--- src/hw/rtl/ilst_pkg.sv ---
package ilst_pkg;

    localparam int DEFAULT_CAPACITY = 256;

    localparam int CMD_W   = 3;
    localparam int POS_W   = 9;
    localparam int DATA_W  = 32;
    localparam int STAT_W  = 2;
    localparam int COUNT_W = 9;

    localparam logic [CMD_W-1:0] CMD_GET       = 3'd0;
    localparam logic [CMD_W-1:0] CMD_INS_HEAD  = 3'd1;
    localparam logic [CMD_W-1:0] CMD_INS_TAIL  = 3'd2;
    localparam logic [CMD_W-1:0] CMD_INS_AT    = 3'd3;
    localparam logic [CMD_W-1:0] CMD_DELETE    = 3'd4;

    localparam logic [STAT_W-1:0] ST_DONE  = 2'd0;
    localparam logic [STAT_W-1:0] ST_RANGE = 2'd1;
    localparam logic [STAT_W-1:0] ST_FULL  = 2'd2;

    typedef struct packed {
        logic [CMD_W-1:0]         command;
        logic [POS_W-1:0]         position;
        logic signed [DATA_W-1:0] data_in;
    } ilst_cmd_t;

    typedef struct packed {
        logic signed [DATA_W-1:0] read_value;
        logic [STAT_W-1:0]        status;
        logic [COUNT_W-1:0]       element_count;
    } ilst_rsp_t;

    // Controller to datapath.
    typedef struct packed {
        logic capture;
        logic get_read;
        logic move_start;
        logic move_read;
        logic place;
        logic commit;
    } ilst_ctl_t;

    // Datapath to controller.
    typedef struct packed {
        logic is_get;
        logic is_insert;
        logic ok;
        logic no_moves;
        logic move_last;
        logic out_free;
    } ilst_stat_t;

endpackage

--- src/hw/rtl/ilst_ctrl.sv ---
module ilst_ctrl
    import ilst_pkg::*;
(
    input  logic       clk,
    input  logic       rst_n,
    input  logic       cmd_valid,
    output logic       cmd_stall,
    input  ilst_stat_t stat,
    output ilst_ctl_t  ctl
);

    typedef enum logic [2:0] {
        S_IDLE,
        S_CHECK,
        S_MOVE,
        S_DRAIN,
        S_PLACE,
        S_GET_WAIT
    } state_t;

    state_t state_reg;
    state_t state_next;
    logic   cmd_stall_reg;
    logic   cmd_stall_next;

    always_comb
    begin
        state_next = state_reg;
        ctl        = '0;
        case (state_reg)
            S_IDLE:
            begin
                if (cmd_valid)
                begin
                    ctl.capture = 1'b1;
                    state_next  = S_CHECK;
                end
            end
            S_CHECK:
            begin
                if (!stat.ok)
                begin
                    if (stat.out_free)
                    begin
                        ctl.commit = 1'b1;
                        state_next = S_IDLE;
                    end
                end
                else if (stat.is_get)
                begin
                    ctl.get_read = 1'b1;
                    state_next   = S_GET_WAIT;
                end
                else if (stat.no_moves)
                begin
                    if (stat.is_insert)
                        state_next = S_PLACE;
                    else if (stat.out_free)
                    begin
                        ctl.commit = 1'b1;
                        state_next = S_IDLE;
                    end
                end
                else
                begin
                    ctl.move_start = 1'b1;
                    state_next     = S_MOVE;
                end
            end
            S_MOVE:
            begin
                ctl.move_read = 1'b1;
                if (stat.move_last)
                    state_next = S_DRAIN;
            end
            S_DRAIN:
            begin
                // The last move's write lands in this cycle.
                if (stat.is_insert)
                    state_next = S_PLACE;
                else if (stat.out_free)
                begin
                    ctl.commit = 1'b1;
                    state_next = S_IDLE;
                end
            end
            S_PLACE:
            begin
                ctl.place = 1'b1;
                if (stat.out_free)
                begin
                    ctl.commit = 1'b1;
                    state_next = S_IDLE;
                end
            end
            S_GET_WAIT:
            begin
                if (stat.out_free)
                begin
                    ctl.commit = 1'b1;
                    state_next = S_IDLE;
                end
            end
            default:
            begin
                state_next = S_IDLE;
            end
        endcase
        cmd_stall_next = (state_next != S_IDLE);
    end

    always_ff @(posedge clk or negedge rst_n)
    begin
        if (!rst_n)
        begin
            state_reg     <= S_IDLE;
            cmd_stall_reg <= 1'b0;
        end
        else
        begin
            state_reg     <= state_next;
            cmd_stall_reg <= cmd_stall_next;
        end
    end

    assign cmd_stall = cmd_stall_reg;

endmodule

--- config.mk ---
export PLATFORM = sky130hd
export DESIGN_NAME = ilst_ctrl
export DESIGN_NICKNAME = d
export VERILOG_FILES = /design/src/hw/rtl/ilst_pkg.sv /design/src/hw/rtl/ilst_ctrl.sv
export SDC_FILE = /design/constraint.sdc
export NUM_CORES = 1
export LEC_CHECK = 0
export ABC_CLOCK_PERIOD_IN_PS = 1600
export BUFFER_PORTS_ARGS = -buffer_cell sky130_fd_sc_hd__buf_4
export CAP_MARGIN = 20
export CORE_AREA = 3 3 40 42
export CTS_CLUSTER_DIAMETER = 60
export DETAILED_ROUTE_END_ITERATION = 8
export DIE_AREA = 0 0 43 45
export PLACE_DENSITY = 0.62
export REMOVE_ABC_BUFFERS = 1
export SLEW_MARGIN = 10
export SYNTH_ARGS = -nofsm -noshare
export SYNTH_HDL_FRONTEND = slang
export SYNTH_SLANG_ARGS = --single-unit
--- constraint.sdc ---
create_clock -name clk -period 1.6 [get_ports clk]
set_input_delay 0.32 -clock clk [delete_from_list [all_inputs] [get_ports clk]]
set_output_delay 0.32 -clock clk [all_outputs]
set_load 0.02 [all_outputs]
* Yosys cells after proc, flatten, opt, wreduce, memory -nomap -nowiden
Index checks and enable logic that the tools add are counted.
** Cells by class
- Equality and inequality tests :: 5
- Mux-type cells :: 23
- Reduce and logical (&&, ||, !) cells :: 3
** Operators with widths (count)
- 2-to-1 mux 3 bit :: 7
- case mux 3 bit (5 select lines) :: 1
- 2-to-1 mux 1 bit :: 12
- equality test 3 x 2 -> 1 bit (second input constant) :: 2
- equality test 3 bit (second input constant) :: 2
- 2-to-1 mux 2 bit :: 2
- equality test 3 x 1 -> 1 bit (second input constant) :: 1
- zero test 3 bit :: 1
- case mux 1 bit (3 select lines) :: 1
- nonzero test 3 bit :: 1
- OR reduction 2 bit :: 1
** Storage, ports and cells
- Register bits :: 4
- Output and inout bits :: 7
- Logic and storage cells :: 33

* Depth between registers and ports, before layout
Gate-level depths: netlist (run 1).
- Depth in word-level cells :: 7
- Mapped depth :: 5
- Mapped depth without buffers :: 4

* Least setup slack after synthesis (run 1)
OpenSTA, ideal clock, no wires.
- Kind :: register to register
- From :: reg state_reg[0]
- To :: reg cmd_stall_reg (netlist: cmd_stall)
- Arrival time :: 1678 ps
- Required time :: 1469 ps
- Path slack :: -209 ps
- Cell stages (with the launch flop) :: 6
- Cell sequence :: dfrtp_1 > buf_6 > nor4bb_4 > and2_4 > or4_4 > or3_1
** Between the ends
- Word-level cells in the longest chain between the ends :: 7
- Elaborated cells on any way between the ends :: 16
- Classes of those cells :: 5 x eq/ne; 8 x mux; 3 x reduce/logical
** Ends and longest elaborated chain
- from (decl) :: RTL line ilst_ctrl.sv:21 : state_t state_reg;
- from (signal assigned) :: RTL line ilst_ctrl.sv:121 : state_reg <= state_next;
- 2-to-1 mux 3 bit
- 2-to-1 mux 3 bit :: RTL line ilst_ctrl.sv:56 : if (stat.is_insert)
- 2-to-1 mux 3 bit :: RTL line ilst_ctrl.sv:54 : else if (stat.no_moves)
- 2-to-1 mux 3 bit :: RTL line ilst_ctrl.sv:49 : else if (stat.is_get)
- 2-to-1 mux 3 bit :: RTL line ilst_ctrl.sv:41 : if (!stat.ok)
- case mux 3 bit (5 select lines) (*) :: RTL line ilst_ctrl.sv:30 : case (state_reg)
- named net state_next[0] :: RTL line ilst_ctrl.sv:22 : state_t state_next;
- nonzero test 3 bit (*) :: RTL line ilst_ctrl.sv:109 : cmd_stall_next = (state_next != S_IDLE);
- named net cmd_stall_next :: RTL line ilst_ctrl.sv:24 : logic cmd_stall_next;
- to (signal assigned) :: RTL line ilst_ctrl.sv:122 : cmd_stall_reg <= cmd_stall_next;
- to (decl) :: RTL line ilst_ctrl.sv:23 : logic cmd_stall_reg;
The timed path passes the listed nets; every way through them passes the cells marked *.

==> flow_summary.toml, run 1 <==
[floorplan]
dieArea_um2 = 1940
initial_core_util = 0.285
core_area_um2 = 1280
die-height_um = 45
die_w_um = 43
rows = 13
io_pins = 16

[grt]
grt_overflow = 0
grt_pass1_vias = 425
track_usage = 0.134
grt_pass1_wl_um = 1880
grt_start_max_net_pins = 10
antenna_found_initial = 0

[clock_network]
clkTransAtPathRegs_ns = 0.04
insertion_delay_ns = 0.23
cts_max_level = 1
cts_tree = "yes"
clockBufferDepth = 2
cts.sink_count = 4
cts_buffers = 3
root_buffer = "clkbuf_4"

[yosys]
post-synth-top-area-fraction = 0.273
yosys.area.top_type = "dfrtp_1"
synth-seq-cells = 4
synth_cell_types = 28
yosys_warnings = 0
ys_seq_area_frac = 0.273
synthFlopType = "dfrtp_1"
synth_edf_count = 0
synthTopCellsByArea = "dfrtp_1, nor4bb_4, a21oi_1"
synth_area_um2 = 367
syn_inst = 41
syn_avg_cell_area_um2 = 8.94
synthArstFlopShare = 1.00

[routing]
routed_wl_um = 1170
vias_per_cell = 5.07
drtIter0Drc = 3
drt-pass1-iter-count = 4
wl_per_cell_um = 13.6
vias = 436
drc_errors = 0
ant_nets = 0

[setup_path]
rr_endpoint = "cmd_stall$_DFF_PN0_"
endpoint = "ctl[0]"
r2r_cells = 4
path_class = "flip-flop to output port"
crit_start = "state_reg[1]$_DFF_PN0_"
cp.arrival_ns = 1.46
worstReg2RegStart = "state_reg[1]$_DFF_PN0_"
cp-end-kind = "output port"
critPathLaunchType = "flip-flop"
cp_data_required_time_ns = 1.28
rrSetupSlack_ns = -0.13
path_max_fanout = 5

[timing]
rsz0062_at_grt = "true"
tightest_slew_ns = 0.342
fmax_mhz = 562
hold_violations = 0
fin_skew_ns = 0.000707
min_period_ns = 1.78
setup_tns_ns = -0.672
fin_ws_ns = -0.180
maxSlewHeadroom = 0.772
setup_viol = 5
finalMaxSlewViolations = 0
finalCritPeriodShare = 1.11

[finish]
antenna_cells = 0
nFillCells = 123
largest_register_ffs = 3
multi_input_area_um2 = 289
seqCellArea_um2 = 103
layout.nets = 82
area_growth_pct = 92.5
drive_gt1_frac = 0.634

[placement]
gp_congestion = 0.737
dp_hpwl_um = 799
port-buffer-count = 15

[worst_hold_path]
hp-class = "input pin to async pin"

[power_and_ir_drop]
max-vdd-ir-drop_uv = 620
power.density_nw_per_um2 = 1600
p_leak_nw = 0.323
power.total_mw = 1.13

[job]
max-cap-violations = 0

[run_status]
violations = "negative setup slack"
status = "finished, violations left"
-- metal layers --
| layer | global-route usage | vias up | part of all wire |
|---|---|---|---|
| met5 | 0 | - | 0 |
| met1 | 0.149 | 205 | 0.39 |
| met4 | 0.108 | 0 | 0.033 |
| li1 | - | 212 | - |
| met2 | 0.231 | 15 | 0.52 |
| met3 | 0.0159 | 4 | 0.057 |
-- layout make-up --
class / instances / share of cell area
multi-input cells: 33 / 0.410
flip-flops and latches: 4 / 0.145
well taps: 15 / 0.0266
repair buffers: 30 / 0.381
inverters: 1 / 0.00532
clock buffers: 3 / 0.0319
-- critical path: stages (launching register included) --
cell     delay [ns]
dfrtp_2        0.46
buf_6          0.15
or2b_4         0.24
a21oi_2        0.10
o31a_1         0.16
buf_6          0.12
-- cells by family after synthesis --
family                 share of synthesized area
muxes                                     0.0273
DFF                                        0.273
AOI/OAI and AO/OA                          0.191
buffers and inverters                     0.0682
and+or+nand+nor                            0.440
-- repair_timing --
item	CTS	global route
pin swaps	3	3
endpoints found under the setup margin	7	9
gates resized for setup	15	8
hold buffers	1	0
setup buffers	4	0
endpoints found under the hold margin	4	0
gates cloned	0	0
-- cells in the mapped netlist (2+ instances only) --
cell type,count
nand2_1,2
and2b_1,2
nor3b_1,2
nand2b_1,2
buf_2,2
a21oi_1,3
nor3_1,3
dfrtp_1,4
nor2_1,2
-- how the worst min path moves through the flow --
stage | endpoint | slack [ns] | cells after the start | startpoint
floorplan | cmd_stall$_DFF_PN0_ | 0.02 | 0 | rst_n
global placement | cmd_stall$_DFF_PN0_ | 0.12 | 1 | rst_n
detailed placement | state_reg[2]$_DFF_PN0_ | 0.12 | 1 | rst_n
CTS | state_reg[0]$_DFF_PN0_ | 0.41 | 2 | rst_n
global route | state_reg[0]$_DFF_PN0_ | 0.42 | 2 | rst_n
finish | state_reg[0]$_DFF_PN0_ | 0.42 | 2 | rst_n
-- power by group --
part / switching, mW / internal (mW)
clock network: 0.0417 / 0.0839
registers: 0.0534 / 0.151
logic: 0.342 / 0.460
-- cells in the final DEF (no fill, tap or decap), types with 3 or more instances in the layout --
cell type,Yosys,layout
buf_4,0,18
buf_6,1,11
nor3_1,3,3
clkbuf_4,0,3
-- metrics by stage --
stage / util / hold slack (ns) / setup slack [ns] / cell area, µm² / std cells
floorplan: - / 0.0244 / -0.226 / 345 / 38
global placement: 0.429 / 0.115 / -0.197 / 552 / 78
detailed placement: 0.429 / 0.117 / -0.248 / 552 / 78
CTS: 0.521 / 0.413 / -0.201 / 669 / 86
global route: 0.549 / 0.423 / -0.262 / 706 / 86
finish: 0.549 / 0.418 / -0.180 / 706 / 86
No activity file was read; power rests on OpenSTA's default activity.
==> run 2, diff against run 1 <==
--- a/config.mk
+++ b/config.mk
@@ -5,14 +5,15 @@
 export SDC_FILE = /design/constraint.sdc
 export NUM_CORES = 1
 export LEC_CHECK = 0
+export ABC_AREA = 1
 export ABC_CLOCK_PERIOD_IN_PS = 1600
 export BUFFER_PORTS_ARGS = -buffer_cell sky130_fd_sc_hd__buf_4
-export CAP_MARGIN = 20
 export CORE_AREA = 3 3 40 42
 export CTS_CLUSTER_DIAMETER = 60
 export DETAILED_ROUTE_END_ITERATION = 8
 export DIE_AREA = 0 0 43 45
-export PLACE_DENSITY = 0.62
+export GPL_ROUTABILITY_DRIVEN = 0
+export PLACE_DENSITY = 0.63
 export REMOVE_ABC_BUFFERS = 1
 export SLEW_MARGIN = 10
 export SYNTH_ARGS = -nofsm -noshare
==> run 2 against run 1 <==
Against the previous run: the flow now finishes without violations; worst hold slack worse by 0.016 ns; sequential power about the same; largest cell class unchanged; highest routed layer is now met3; clock skew up 0.0021 ns; critical endpoint is now ctl[3]; maximum frequency up 15%; final area down 18%; final cell count up 13%; setup slack better by 0.24 ns; critical path depth up 2; synthesized area up 4.4%; synthesized cell count up 49%.
==> flow_summary.toml, run 2 <==
[run_status]
status = "finished, final reports clean"

[grt]
grt_start_max_net_pins = 9
grt_pass1_wl_um = 1360
grt_overflow = 0
antenna_found_initial = 0
track_usage = 0.0935
grt_pass1_vias = 357

[setup_path]
path_depth = 7
path_max_fanout = 5
path_class = "flip-flop to output port"
critPathTopFamily = "buffers and inverters"
crit_path_cell_trace = "inv_2 > nand3_4 > inv_2 > buf_4 > nand3_4 > inv_2 > buf_6"
cp_slowest_cell = "dfrtp_2"
r2r_cells = 8
cp-end-kind = "output port"
cp_data_required_time_ns = 1.28
critPathLaunchType = "flip-flop"
cp.arrival_ns = 1.22
slowest_delay_ns = 0.43
crit_top_cell = "inv_2"
timing.critical_path.buf_inv = 5

[clock_network]
clockBufferDepth = 2
insertion_delay_ns = 0.23
cts_tree = "yes"
root_buffer = "clkbuf_4"
cts.sink_count = 4
clkTransAtPathRegs_ns = 0.03
cts_max_level = 1
cts_buffers = 3

[timing]
fmax_mhz = 647
setup_viol = 0
finalMaxSlewViolations = 0
min_period_ns = 1.54
maxSlewHeadroom = 0.857
rsz0062_at_grt = "true"
tightest_slew_ns = 0.213
fin_skew_ns = 0.00279
finalCritPeriodShare = 0.965
hold_violations = 0
fin_ws_ns = 0.0555
setup_tns_ns = 0

[yosys]
synth_edf_count = 0
synthFlopType = "dfrtp_1"
yosys_warnings = 0
synth_cell_types = 18
yosys.area.top_type = "dfrtp_1"
netlist_top_cells_count = "nand2_1, inv_1, nand3_1"
ys_seq_area_frac = 0.261
synth_area_um2 = 383
synth-seq-cells = 4
synthArstFlopShare = 1.00
synth.most_common_cell = "nand2_1"
syn_avg_cell_area_um2 = 6.28
syn_inst = 61
post-synth-top-area-fraction = 0.261
synthTopCellsByArea = "dfrtp_1, nand2_1, nand3_1"

[placement]
placed_cells = 90
port-buffer-count = 15
dp_hpwl_um = 716
post-place-ws_ns = 0.165

[power_and_ir_drop]
p_leak_nw = 0.322
intPower_uw = 485
power.total_uw = 897
p_sw_uw = 412
max-vdd-ir-drop_uv = 653
clkPwrFrac = 0.130
switching_share = 0.459
seq_power_share = 0.229
comb_power_share = 0.641
power.density_nw_per_um2 = 1550

[floorplan]
core_area_um2 = 1280
rows = 13
initial_core_util = 0.298
dieArea_um2 = 1940
die_w_um = 43
die-height_um = 45
io_pins = 16

[finish]
post-route-util = 0.451
largest_register_ffs = 3
layout_common_cells = "buf_4, nand2_1, nand3_1"
final_common_cell = "buf_4"
area_growth_pct = 51.3
antenna_cells = 0
layout.nets = 93
instances_no_fill = 97
drive_gt1_frac = 0.476

[worst_hold_path]
holdPathStages = 4
hp-class = "input pin to flip-flop"

[routing]
vias_per_cell = 4.42
routed_wl_um = 893
drt-pass1-iter-count = 4
wl_per_cell_um = 9.21
ant_nets = 0
drc_errors = 0
vias = 429
drtIter0Drc = 8

[job]
max-cap-violations = 0
==> run 2: changes by cell type in the layout (fill, tap and decap cells not counted), sizes merged, moves of 6 or more <==
cell,change
nand3,+9
buf,-10
nand2,+16
inv,+10
nor2,+6
==> run 2: routing by layer <==
metal  share of wire  global-route usage  up-vias
li1                -                   -      235
met1            0.44               0.112      181
met2            0.51               0.150       13
met3           0.047              0.0279        0
met4               0              0.0542        0
met5               0                   0        -
==> run 2: stage by stage <==
stage	hold WS [ns]	area, µm²
global placement	0.117	507
CTS	0.396	557
global route	0.430	579
detailed placement	0.118	507
floorplan	0.0244	368
finish	0.402	579
==> run 2: power by group through the flow <==
stage | registers, mW | clock network (mW) | logic [mW]
2_1_floorplan | 0.221 | 0 | 0.325
3_3_place_gp | 0.205 | 0 | 0.502
3_5_place_dp | 0.206 | 0 | 0.499
4_1_cts | 0.210 | 0.123 | 0.541
5_1_grt | 0.210 | 0.131 | 0.646
6_report | 0.205 | 0.117 | 0.575
==> run 2: repair_timing <==
item                       CTS  global route
setup endpoints to repair    1             2
pin swaps                    1             2
hold endpoints to repair     4             0
buffers inserted             2             1
gates resized for setup      3             4
hold buffers                 1             0
==> run 2: cell families (layout without fill, tap and decap cells) <==
kind of cell,count (synthesis),in the layout,share of synthesized area
simple gates,39,39,0.513
buf+inv,14,35,0.170
compound gates,4,4,0.0555
flops,4,4,0.261
==> run 2: layout make-up <==
type | count | area (µm²)
fillers | 131 | 706
well taps | 15 | 18.8
repair buffers | 20 | 156
multi-input cells | 43 | 229
flip-flops and latches | 4 | 103
inverters | 12 | 50.0
clock buffers | 3 | 22.5
==> run 2: worst paths after layout <==
kind / start / end / slack [ns]
hold / removal: stat[0] / state_reg[0]$_DFF_PN0_ / 0.40
max in group asynchronous: rst_n / state_reg[2]$_DFF_PN0_ / 1.06
min in group asynchronous: rst_n / state_reg[0]$_DFF_PN0_ / 0.43
setup reg to reg: state_reg[1]$_DFF_PN0_ / cmd_stall$_DFF_PN0_ / 0.46
hold reg to reg: state_reg[2]$_DFF_PN0_ / state_reg[2]$_DFF_PN0_ / 0.72
setup / recovery: state_reg[2]$_DFF_PN0_ / ctl[3] / 0.06
==> run 2: worst reg2reg max path, stage by stage (launching register included) <==
cell and delay (ns):
dfrtp_1 0.40, clkinv_4 0.10, nand3_4 0.10, inv_2 0.05, buf_4 0.13, nand3_4 0.06
nand2_2 0.06, nor2_1 0.09, nand2_1 0.05
